===== src/hdl/arpc_pkg.sv =====
// Shared constants, request codes and controller/datapath interface types for the ARP cache.
package arpc_pkg;

    // Table geometry.
    localparam int TABLE_ENTRIES = 16;
    localparam int SLOT_W        = (TABLE_ENTRIES > 1) ? $clog2(TABLE_ENTRIES) : 1;
    localparam int CNT_W         = $clog2(TABLE_ENTRIES + 1);

    // Field widths.
    localparam int REQ_W      = 2;
    localparam int IP_W       = 32;
    localparam int MAC_W      = 48;
    localparam int OUT_SLOT_W = 4;

    // Stream payload widths, padded to whole bytes.
    localparam int S_DATA_W = ((IP_W + MAC_W + 7) / 8) * 8;
    localparam int M_DATA_W = ((MAC_W + OUT_SLOT_W + 7) / 8) * 8;

    // Request codes.
    typedef enum logic [REQ_W-1:0] {
        REQ_LOOKUP = 2'd0,
        REQ_INSERT = 2'd1,
        REQ_CLEAR  = 2'd2
    } t_req_type;

    // Commands from the controller to the datapath.
    typedef struct packed {
        logic capture;   // take the input transfer into the request registers
        logic rd_issue;  // read the entry at the scan counter, advance the counter
        logic scan_next; // advance the counter during the free-slot search
        logic ins_write; // write the request into the table
        logic ins_zero;  // the write goes to slot 0 (table full)
        logic set_hit;   // take the last read entry as the lookup result
        logic clear_all; // drop every valid mark
        logic load_out;  // move the result into the output register
    } t_cmd;

    // Status from the datapath to the controller.
    typedef struct packed {
        t_req_type req;       // captured request code
        logic      cnt_end;   // scan counter has passed the last slot
        logic      slot_free; // slot at the scan counter is not valid
        logic      scan_last; // scan counter is at the last slot
        logic      hit;       // last read entry is valid and matches
        logic      rd_last;   // last read entry was the last slot
        logic      out_free;  // output register can take a result this cycle
    } t_status;

endpackage


===== src/hdl/arpc_ctrl.sv =====
// Controller state machine that sequences lookups, inserts and clears.
module arpc_ctrl (
    input  logic             i_clk,
    input  logic             i_rst_n,
    input  logic             i_in_valid,
    output logic             o_in_ready,
    input  arpc_pkg::t_status i_status,
    output arpc_pkg::t_cmd    o_cmd
);

    typedef enum logic [2:0] {
        ST_IDLE,
        ST_DISP,
        ST_LOOK,
        ST_FIND,
        ST_FIN
    } t_state;

    t_state r_state;
    t_state n_state;

    // Next state and datapath commands.
    always_comb begin
        n_state = r_state;
        o_cmd   = '0;
        unique case (r_state)
            ST_IDLE: begin
                if (i_in_valid) begin
                    o_cmd.capture = 1'b1;
                    n_state       = ST_DISP;
                end
            end
            ST_DISP: begin
                unique case (i_status.req)
                    arpc_pkg::REQ_LOOKUP: n_state = ST_LOOK;
                    arpc_pkg::REQ_INSERT: n_state = ST_FIND;
                    arpc_pkg::REQ_CLEAR: begin
                        o_cmd.clear_all = 1'b1;
                        n_state         = ST_FIN;
                    end
                    default: n_state = ST_FIN;
                endcase
            end
            ST_LOOK: begin
                // Reads are issued one slot a cycle; each is compared in the following cycle.
                o_cmd.rd_issue = !i_status.cnt_end;
                if (i_status.hit) begin
                    o_cmd.set_hit = 1'b1;
                    n_state       = ST_FIN;
                end else if (i_status.rd_last) begin
                    n_state = ST_FIN;
                end
            end
            ST_FIND: begin
                if (i_status.slot_free) begin
                    o_cmd.ins_write = 1'b1;
                    n_state         = ST_FIN;
                end else if (i_status.scan_last) begin
                    o_cmd.ins_write = 1'b1;
                    o_cmd.ins_zero  = 1'b1;
                    n_state         = ST_FIN;
                end else begin
                    o_cmd.scan_next = 1'b1;
                end
            end
            ST_FIN: begin
                if (i_status.out_free) begin
                    o_cmd.load_out = 1'b1;
                    n_state        = ST_IDLE;
                end
            end
            default: n_state = ST_IDLE;
        endcase
    end

    // State register.
    always_ff @(posedge i_clk) begin
        if (!i_rst_n) begin
            r_state <= ST_IDLE;
        end else begin
            r_state <= n_state;
        end
    end

    assign o_in_ready = (r_state == ST_IDLE);

endmodule


===== src/hdl/arpc_dp.sv =====
// Datapath: request registers, valid bits, address table, scan counter and output register.
module arpc_dp (
    input  logic                              i_clk,
    input  logic                              i_rst_n,
    input  logic [arpc_pkg::REQ_W-1:0]        i_req_type,
    input  logic [arpc_pkg::IP_W-1:0]         i_ip_addr,
    input  logic [arpc_pkg::MAC_W-1:0]        i_mac_addr,
    input  arpc_pkg::t_cmd                    i_cmd,
    output arpc_pkg::t_status                 o_status,
    output logic                              o_out_valid,
    input  logic                              i_out_ready,
    output logic                              o_found,
    output logic [arpc_pkg::MAC_W-1:0]        o_mac_result,
    output logic [arpc_pkg::OUT_SLOT_W-1:0]   o_slot_index
);

    localparam int N = arpc_pkg::TABLE_ENTRIES;

    // Captured request.
    arpc_pkg::t_req_type               r_req;
    logic [arpc_pkg::IP_W-1:0]         r_ip;
    logic [arpc_pkg::MAC_W-1:0]        r_mac;

    // Table storage.
    logic [N-1:0]                      r_valid;
    logic [arpc_pkg::IP_W-1:0]         r_mem_ip  [N];
    logic [arpc_pkg::MAC_W-1:0]        r_mem_mac [N];

    // Scan counter and read stage.
    logic [arpc_pkg::CNT_W-1:0]        r_cnt;
    logic [arpc_pkg::SLOT_W-1:0]       cnt_idx;
    logic                              r_rd_live;
    logic                              r_rd_vld;
    logic [arpc_pkg::SLOT_W-1:0]       r_rd_slot;
    logic [arpc_pkg::IP_W-1:0]         r_rd_ip;
    logic [arpc_pkg::MAC_W-1:0]        r_rd_mac;

    // Working result and output register.
    logic                              r_w_found;
    logic [arpc_pkg::MAC_W-1:0]        r_w_mac;
    logic [arpc_pkg::SLOT_W-1:0]       r_w_slot;
    logic                              r_out_valid;
    logic                              r_out_found;
    logic [arpc_pkg::MAC_W-1:0]        r_out_mac;
    logic [arpc_pkg::OUT_SLOT_W-1:0]   r_out_slot;

    logic [arpc_pkg::SLOT_W-1:0]       wr_addr;
    logic [arpc_pkg::SLOT_W+arpc_pkg::OUT_SLOT_W-1:0] slot_ext;
    logic                              out_free;

    assign cnt_idx  = r_cnt[arpc_pkg::SLOT_W-1:0];
    assign wr_addr  = i_cmd.ins_zero ? '0 : cnt_idx;
    assign out_free = !r_out_valid || i_out_ready;
    assign slot_ext = {{arpc_pkg::OUT_SLOT_W{1'b0}}, r_w_slot};

    // Status toward the controller.
    always_comb begin
        o_status.req       = r_req;
        o_status.cnt_end   = (r_cnt == arpc_pkg::CNT_W'(N));
        o_status.slot_free = !r_valid[cnt_idx];
        o_status.scan_last = (cnt_idx == arpc_pkg::SLOT_W'(N - 1));
        o_status.hit       = r_rd_live && r_rd_vld && (r_rd_ip == r_ip);
        o_status.rd_last   = r_rd_live && (r_rd_slot == arpc_pkg::SLOT_W'(N - 1));
        o_status.out_free  = out_free;
    end

    // Request registers.
    always_ff @(posedge i_clk) begin
        if (i_cmd.capture) begin
            r_req <= arpc_pkg::t_req_type'(i_req_type);
            r_ip  <= i_ip_addr;
            r_mac <= i_mac_addr;
        end
    end

    // Address table: one write port, one registered read port.
    always_ff @(posedge i_clk) begin
        if (i_cmd.ins_write) begin
            r_mem_ip[wr_addr]  <= r_ip;
            r_mem_mac[wr_addr] <= r_mac;
        end
        r_rd_ip   <= r_mem_ip[cnt_idx];
        r_rd_mac  <= r_mem_mac[cnt_idx];
        r_rd_vld  <= r_valid[cnt_idx];
        r_rd_slot <= cnt_idx;
    end

    // Valid marks, scan counter and read tracking.
    always_ff @(posedge i_clk) begin
        if (!i_rst_n) begin
            r_valid   <= '0;
            r_cnt     <= '0;
            r_rd_live <= 1'b0;
        end else begin
            r_rd_live <= i_cmd.rd_issue;
            if (i_cmd.clear_all) begin
                r_valid <= '0;
            end else if (i_cmd.ins_write) begin
                r_valid[wr_addr] <= 1'b1;
            end
            if (i_cmd.capture) begin
                r_cnt <= '0;
            end else if (i_cmd.rd_issue || i_cmd.scan_next) begin
                r_cnt <= r_cnt + 1'b1;
            end
        end
    end

    // Working result.
    always_ff @(posedge i_clk) begin
        if (i_cmd.capture) begin
            r_w_found <= 1'b0;
            r_w_mac   <= '0;
            r_w_slot  <= '0;
        end else if (i_cmd.set_hit) begin
            r_w_found <= 1'b1;
            r_w_mac   <= r_rd_mac;
            r_w_slot  <= r_rd_slot;
        end else if (i_cmd.ins_write) begin
            r_w_slot <= wr_addr;
        end
    end

    // Output register; holds its result until the transfer completes.
    always_ff @(posedge i_clk) begin
        if (!i_rst_n) begin
            r_out_valid <= 1'b0;
        end else if (i_cmd.load_out) begin
            r_out_valid <= 1'b1;
        end else if (i_out_ready) begin
            r_out_valid <= 1'b0;
        end
    end

    always_ff @(posedge i_clk) begin
        if (i_cmd.load_out) begin
            r_out_found <= r_w_found;
            r_out_mac   <= r_w_mac;
            r_out_slot  <= slot_ext[arpc_pkg::OUT_SLOT_W-1:0];
        end
    end

    assign o_out_valid  = r_out_valid;
    assign o_found      = r_out_found;
    assign o_mac_result = r_out_mac;
    assign o_slot_index = r_out_slot;

    // A new result never overwrites one that is still waiting.
    a_no_overwrite: assert property (@(posedge i_clk) disable iff (!i_rst_n)
        i_cmd.load_out |-> out_free)
        else $error("result loaded while output register is occupied");

    // An insert leaves its slot marked valid.
    a_insert_valid: assert property (@(posedge i_clk) disable iff (!i_rst_n)
        i_cmd.ins_write && !i_cmd.clear_all |=> r_valid[$past(wr_addr)])
        else $error("inserted slot not marked valid");

    // A clear drops every valid mark.
    a_clear_all: assert property (@(posedge i_clk) disable iff (!i_rst_n)
        i_cmd.clear_all |=> (r_valid == '0))
        else $error("valid marks remain after clear");

    // Reads are never issued past the last slot.
    a_read_range: assert property (@(posedge i_clk) disable iff (!i_rst_n)
        i_cmd.rd_issue |-> (r_cnt < arpc_pkg::CNT_W'(N)))
        else $error("table read beyond the last slot");

endmodule


===== src/hdl/arp_cache_table_unit.sv =====
// Top level of the ARP cache: stream ports, controller and datapath.
//
// The slave stream carries one request per transfer: s_axis_tuser holds the
// request code (lookup, insert, clear) and s_axis_tdata the IPv4 and MAC
// addresses. Every request gives exactly one result transfer on the master
// stream: m_axis_tuser is the hit flag, m_axis_tdata the matched MAC and the
// slot number.
// Requests are handled one at a time. A lookup reads the table one slot per
// cycle through a registered read port and stops at the first valid match.
// An insert scans the valid marks one slot per cycle for the lowest free
// slot. The result sits in an output register; the next request is taken
// while it waits. If the receiver stalls, the following request finishes its
// scan and then waits until the output register is free.
// Reset clears all valid marks, so the table is usable at once; stored
// addresses are not cleared and are never used before they are written.
module arp_cache_table_unit (
    input  logic                              i_clk,
    input  logic                              i_rst_n,
    // Request channel.
    input  logic                              s_axis_tvalid,
    output logic                              s_axis_tready,
    input  logic [arpc_pkg::S_DATA_W-1:0]     s_axis_tdata,  // ip_addr[31:0], mac_addr[79:32]
    input  logic [arpc_pkg::REQ_W-1:0]        s_axis_tuser,  // req_type[1:0]
    // Result channel.
    output logic                              m_axis_tvalid,
    input  logic                              m_axis_tready,
    output logic [arpc_pkg::M_DATA_W-1:0]     m_axis_tdata,  // mac_result[47:0], slot_index[51:48]
    output logic                              m_axis_tuser   // found[0]
);

    arpc_pkg::t_cmd                    cmd;
    arpc_pkg::t_status                 status;
    logic                              found;
    logic [arpc_pkg::MAC_W-1:0]        mac_result;
    logic [arpc_pkg::OUT_SLOT_W-1:0]   slot_index;

    // Sequencing.
    arpc_ctrl u_ctrl (
        .i_clk      (i_clk),
        .i_rst_n    (i_rst_n),
        .i_in_valid (s_axis_tvalid),
        .o_in_ready (s_axis_tready),
        .i_status   (status),
        .o_cmd      (cmd)
    );

    // Storage and result path.
    arpc_dp u_dp (
        .i_clk        (i_clk),
        .i_rst_n      (i_rst_n),
        .i_req_type   (s_axis_tuser),
        .i_ip_addr    (s_axis_tdata[arpc_pkg::IP_W-1:0]),
        .i_mac_addr   (s_axis_tdata[arpc_pkg::IP_W+arpc_pkg::MAC_W-1:arpc_pkg::IP_W]),
        .i_cmd        (cmd),
        .o_status     (status),
        .o_out_valid  (m_axis_tvalid),
        .i_out_ready  (m_axis_tready),
        .o_found      (found),
        .o_mac_result (mac_result),
        .o_slot_index (slot_index)
    );

    // Pack the result transfer.
    assign m_axis_tuser = found;
    assign m_axis_tdata = {{(arpc_pkg::M_DATA_W - arpc_pkg::MAC_W - arpc_pkg::OUT_SLOT_W){1'b0}},
                           slot_index, mac_result};

endmodule


===== config.mk =====
export PLATFORM = sky130hd
export DESIGN_NAME = arp_cache_table_unit
export DESIGN_NICKNAME = d
export VERILOG_FILES = /design/src/hdl/arpc_pkg.sv /design/src/hdl/arpc_ctrl.sv /design/src/hdl/arpc_dp.sv /design/src/hdl/arp_cache_table_unit.sv
export SDC_FILE = /design/constraint.sdc
export NUM_CORES = 2
export LEC_CHECK = 0
export ABC_CLOCK_PERIOD_IN_PS = 10070
export BUFFER_PORTS_ARGS = -buffer_cell sky130_fd_sc_hd__buf_2
export CELL_PAD_IN_SITES_DETAIL_PLACEMENT = 0
export CELL_PAD_IN_SITES_GLOBAL_PLACEMENT = 2
export CORE_MARGIN = 10
export CORE_UTILIZATION = 48
export CTS_CLUSTER_SIZE = 40
export DETAILED_ROUTE_END_ITERATION = 10
export GPL_TIMING_DRIVEN = 0
export PLACE_DENSITY_LB_ADDON = 0.1
export SLEW_MARGIN = 20
export SYNTH_ARGS = -nofsm -noshare
export SYNTH_HDL_FRONTEND = slang
export SYNTH_SLANG_ARGS = --single-unit

===== constraint.sdc =====
create_clock -name i_clk -period 10.07 [get_ports i_clk]
set_input_delay 1.007 -clock i_clk [delete_from_list [all_inputs] [get_ports i_clk]]
set_output_delay 1.007 -clock i_clk [all_outputs]
set_load 0.005 [all_outputs]

== Yosys cells after proc, flatten, opt, wreduce, memory -nomap -nowiden ==
Memories as Yosys holds them, arrays and structs flattened. A register that Yosys moved wholly into a read port is not among the register bits.
Index checks and enable logic that the tools add are counted.

* Add/sub/neg operators: 1
* Magnitude comparators: 3
* Eq/ne operators: 14
* Multiplexer cells: 34
* Bitwise operators: 2
* Reduce and logical (&&, ||, !) cells: 15

{| class="wikitable"
|+ Operators with widths
! operator !! number
|-
| $eq 32x32->1 || 1
|-
| $mux 3 || 7
|-
| $mux 1 || 19
|-
| $or 16x16->16 || 1
|-
| $pmux 3 s5 || 1
|-
| $mux 4 || 3
|-
| $lt 4x5->1 const B || 2
|-
| $eq 4x4->1 const B || 2
|-
| $eq 3x2->1 const B || 2
|-
| $ne 3x3->1 const B || 2
|-
| $pmux 3 s2 || 1
|-
| $add 5x1->5 const B || 1
|-
| $eq 5x5->1 const B || 1
|-
| $bmux 1 s4 || 1
|-
| $demux 1 s4 || 1
|-
| $ge 4x1->1 const B || 1
|-
| $logic_and 1x1->1 || 4
|-
| $reduce_and 4->1 || 1
|-
| $reduce_bool 2->1 || 2
|-
| $reduce_or 2->1 || 2
|-
| $eq 3x1->1 const B || 1
|-
| $eq 3x3->1 const B || 1
|-
| $logic_not 3->1 || 1
|-
| $eq 2x1->1 const B || 1
|-
| 8 further kinds || 10
|}

* Register bits after elaboration: 219
* Bits in writable memories: 1280
* Word-level logic and storage cells: 87
* Memories: 2

{| class="wikitable"
|+ Memory list
! memory !! depth !! bits a word !! read ports !! clocked after memory_dff !! write ports !! RTL line !! RTL
|-
| u_dp.r_mem_mac || 16 || 48 || 1 || 1 || 1 || arpc_dp.sv:27 || <nowiki>logic [arpc_pkg::MAC_W-1:0] r_mem_mac [N];</nowiki>
|-
| u_dp.r_mem_ip || 16 || 32 || 1 || 1 || 1 || arpc_dp.sv:26 || <nowiki>logic [arpc_pkg::IP_W-1:0] r_mem_ip [N];</nowiki>
|}

== Logic depth before layout (Yosys ltp) ==
* Depth in word-level cells: 10
* Gate-level depth with buffers: 9
* Mapped depth without buffers: 6

== By module ==
Synthesis repeated with hierarchy kept, for this count alone.

* Cells, all modules: 2547
* Area total of the unflattened synthesis: 57096.0 µm²

{| class="wikitable"
|+ Modules (own cells, without submodules)
! module !! instances !! cells each !! area each (µm²)
|-
| arpc_dp || 1 || 2508 || 56814.5
|-
| arpc_ctrl || 1 || 34 || 247.7
|-
| arp_cache_table_unit || 1 || 5 || 33.8
|}

== Worst setup path before layout ==
Ideal clock, no wire load.

* Path kind: register to register
* Start: register u_dp.r_cnt[1] (netlist bit)
* End: memory u_dp.r_mem_ip[10][0] (netlist bit) (enable)
* Library setup time: 0.618 ns
* Data arrival time: 6.980 ns
* Required time: 9.452 ns
* Slack: 2.471 ns
* Cell stages (with the launch flop): 6
* Buffers on the path: 1
* Cell sequence: dfxtp_1 > buf_6 > mux4_2 > mux2i_4 > nand3_1 > nor3_1

* Longest elaborated chain between the ends: 6

{| class="wikitable"
|+ Ends and longest elaborated chain
! element !! RTL line !! RTL
|-
| start, declared || arpc_dp.sv:30 || <nowiki>logic [arpc_pkg::CNT_W-1:0] r_cnt;</nowiki>
|-
| start signal, assigned || arpc_dp.sv:104 || <nowiki>r_cnt <= r_cnt + 1'b1;</nowiki>
|-
| $bmux 1 s4 or $eq 4x4->1 (tied branches) || arpc_dp.sv:60, arpc_dp.sv:61 ||
|-
| $mux 1 (not written as such) or $mux 2 (tied branches) || arpc_dp.sv:60, arpc_ctrl.sv:58 ||
|-
| $mux 1 || arpc_ctrl.sv:55 || <nowiki>if (i_status.slot_free) begin</nowiki>
|-
| $mux 3 || arpc_ctrl.sv:26 || <nowiki>unique case (r_state)</nowiki>
|-
| $mux 1 || arpc_dp.sv:78 || <nowiki>if (i_cmd.ins_write) begin</nowiki>
|-
| $mux 1 (not written as such) || arpc_dp.sv:79 || <nowiki>r_mem_ip[wr_addr] <= r_ip;</nowiki>
|-
| end, declared || arpc_dp.sv:26 ||
|}

Parallel ways exist; a longest one is shown, timed or not. The select of a mux whose other input is x is not followed.

== Final worst setup path ==
* Start: register u_dp.r_cnt[0] (netlist bit)
* End: memory u_dp.r_mem_mac[13][36] (netlist bit) (enable)

* Longest elaborated chain between the ends: 6

{| class="wikitable"
|+ Ends and longest elaborated chain
! element !! RTL line !! RTL
|-
| $bmux 1 s4 or $eq 4x4->1 (tied branches) || arpc_dp.sv:60, arpc_dp.sv:61 ||
|-
| $mux 1 (not written as such) or $mux 2 (tied branches) || arpc_dp.sv:60, arpc_ctrl.sv:58 ||
|-
| $mux 1 || arpc_ctrl.sv:55 ||
|-
| $mux 3 || arpc_ctrl.sv:26 ||
|-
| $mux 1 || arpc_dp.sv:78 ||
|-
| $mux 1 (not written as such) || arpc_dp.sv:80 || <nowiki>r_mem_mac[wr_addr] <= r_mac;</nowiki>
|-
| end, declared || arpc_dp.sv:27 ||
|}

Parallel ways exist; a longest one is shown, timed or not. The select of a mux whose other input is x is not followed.

==> flow_summary.yaml <==
global_routing:
  gr-usage-all-layers_pct: 21.4
  grt_pass1_vias: 28500
  antenna_found_initial: 3
  grt_max_degree: 41
  grt_overflow: 0
  grt_pass1_wl_um: 203000
worst_setup_path:
  start_kind: "register"
  critical-path-max-stage-delay_ns: 0.69
  crit_arrival_ns: 4.70
  worstSetupPathType: "register to register"
  crit_chain: "buf_2, buf_2, buf_2, buf_2, nand2_1, nor3_2, buf_6, buf_4, buf_4, buf_4"
  cp_slowest_cell: "nor3_2"
  path_delay_family: "buffers and inverters"
  worstPathRequired_ns: 10.53
  crit_path_frequent_cell: "buf_2"
  r2r_cells: 10
  path_max_fanout: 10
  worst-r2r-setup-slack_ns: 5.83
  crit_cells: 10
  cp_num_buf_inv: 8
  crit_path_end_kind: "register"
clock_network:
  cts_resized: 0
  ctsHoldBuffers: 0
  clockBufferDepth: 3
  cts_setup_buffers: 0
  ctsHtreeMaxLevel: 4
  cts_tree: "done"
  clk_latency_ns: 0.77
  clk_pin_slew_worst_paths_ns: 0.06
  cts_made_buffers: 161
  cts-root-buf: "clkbuf_16"
  clock_sinks: 1579
die:
  die-area_sq_um: 133000
  io_pins: 145
  die_height_um: 365
  fp.coreArea_sq_um: 118000
  initial_core_util_pct: 48.4
  fp-row-count: 126
  fp.dieW_um: 365
timing:
  relSlewSlack_pct: 23.5
  slew_violations: 0
  hold_violations: 0
  tns_ns: 0
  layout_setup_ws_ns: 5.83
  fmax_mhz: 236
  finalCritPeriodShare_pct: 42.1
  min_period_ns: 4.24
  skew_ns: 0.0245
  tightest_slew_ns: 1.15
  rsz0062_at_grt: "no"
  setup_viol: 0
power:
  power_leakage_uw: 0.0216
  peakVddDrop_v: 0.000170
  p_total_uw: 13700
  pwr_density_cell_nw_per_um2: 202
routing:
  ant_nets: 0
  drc: 0
  drtIter0Drc: 2623
  dr.pass1.iters: 5
  wl_met1_um: 57400
  wl_met2_um: 71300
  routed_via_density: 5.81
  maxUsedRoutingLayer: "met4"
  vias: 26700
  wl_per_cell_um: 30.5
  routed_wl_um: 140000
  wl_met3_um: 8150
placement:
  dpl.cell_count: 4300
  gp_congestion: 0.740
  dp_hpwl_um: 93300
  pre_cts_ws_ns: 5.69
  port_buffers: 140
  dpl-instance-area_sq_um: 62500
cells_and_area:
  final_nets: 3015
  stdcell_count: 4603
  final_cell_mix: "edfxtp_1, mux4_2, buf_2, clkbuf_16, dfxtp_1"
  layout_commonest_cell: "edfxtp_1"
  area_growth_pct: 18.5
  final_area_sq_um: 67800
  drive_gt1_share_pct: 34.5
synth:
  ys_warn_count: 0
  synthCells: 2425
  synth_adder_area_share_pct: 0.0437
  synthDistinctLibCells: 48
  synth-xor-area-share_pct: 0.536
  synth_seq_cells: 1579
  synth-compound-area-share_pct: 0.997
  synthMuxAreaShare_pct: 16.0
  synth_top_family_by_area: "multiplexers"
  netlist.area_leader.share_pct: 74.3
  synth_edf_count: 1415
  synth_area_sq_um: 57200
  async_reset_ff_share_pct: 0
  avgSynthCellArea_sq_um: 23.6
  yosys.area.top_type: "edfxtp_1"
  dominantRegCellSynth: "edfxtp_1"
  netlist_top_cells_area: "edfxtp_1, mux4_2, dfxtp_1"
  seq_area_frac_synth_pct: 80.0
  synth_simple_gate_area_share_pct: 1.48
flow_run:
  drv_cap: 0
worst_hold_path:
  hold_depth: 0
  hold_class: "register to register"
run_status:
  status: "finished clean"
==> state kept, by name, summed over array words and instances, names as in the netlist, 5 cells and up <==
register	count
u_dp.r_mem_mac	768
u_dp.r_mem_ip	512
u_dp.r_ip	32
u_dp.r_mac	48
u_dp.r_w_mac	48
u_dp.o_mac_result	48
u_dp.r_rd_mac	48
u_dp.r_cnt	5
u_dp.r_valid	16
u_dp.r_rd_ip	32
==> final timing paths <==
| path | from | endpoint |
|---|---|---|
| min | u_dp.r_cnt[3] | u_dp.r_rd_slot[3] |
| max reg2reg | u_dp.r_cnt[0] | u_dp.r_mem_mac[13][36] |
| max | u_dp.r_cnt[0] | u_dp.r_mem_mac[13][36] |
| min reg2reg | u_dp.r_cnt[3] | u_dp.r_rd_slot[3] |
==> where the power goes <==
group	total [uW]	switching (uW)	internal [uW]	leakage (uW)
registers	7460	157	7300	0.0141
logic	304	177	128	0.00490
clock network	5960	2460	3500	0.00262
==> routing by layer <==
metal,vias up,GRT usage (%)
met5,-,0
met4,0,6.30
met3,228,3.41
met2,898,36.0
met1,14400,28.9
li1,11200,-
==> stage by stage <==
stage | hold slack (ns) | utilization [%]
after global placement | 0.339 | 50.6
after floorplan | 0.326 | -
final | 0.355 | 57.4
after CTS | 0.353 | 57.4
after detailed placement | 0.339 | 52.9
after global routing | 0.359 | 57.4
==> worst register-to-register path, delay by kind of cell, from the launching register on <==
kind / cells / cell delay, ns
buffers and inverters: 8 / 2.58
flip-flops: 1 / 0.37
AND/OR/NAND/NOR: 2 / 0.98
==> cell type report <==
type | instances | area (sq um)
multi-input cells | 724 | 11000
clock buffers | 230 | 4550
fillers | 8715 | 50400
flip-flops and latches | 1579 | 45800
clock inverters | 72 | 756
diodes | 1 | 2.50
well taps | 1536 | 1920
inverters | 6 | 22.5
repair buffers | 336 | 3240
plain buffers | 119 | 541
==> Yosys cell counts (all sizes together) (2+ instances only) <==
master / n
inv: 6
nor2: 27
nand2b: 2
o21a: 16
a21oi: 55
and3: 2
edfxtp: 1415
a31oi: 4
a211oi: 2
nand2: 106
mux4: 403
o21ai: 4
a221oi: 3
nor2b: 2
buf: 62
mux2i: 5
nor4: 6
clkbuf: 57
xnor2: 34
o31ai: 2
nand4: 9
dfxtp: 164
ha: 2
and2: 4
nand3: 8
nor3: 15
a2bb2oi: 2
==> kinds of logic (layout without fill, tap and decap cells) <==
logic type	count (synthesis)	count (layout)
fa+ha+maj	2	2
compound gates	92	92
buf+inv	125	763
flops	1579	1579
other cells	1	5
xor+xnor	35	35
simple gates	183	183
mux	408	408
(Power assumes the default switching activity.)
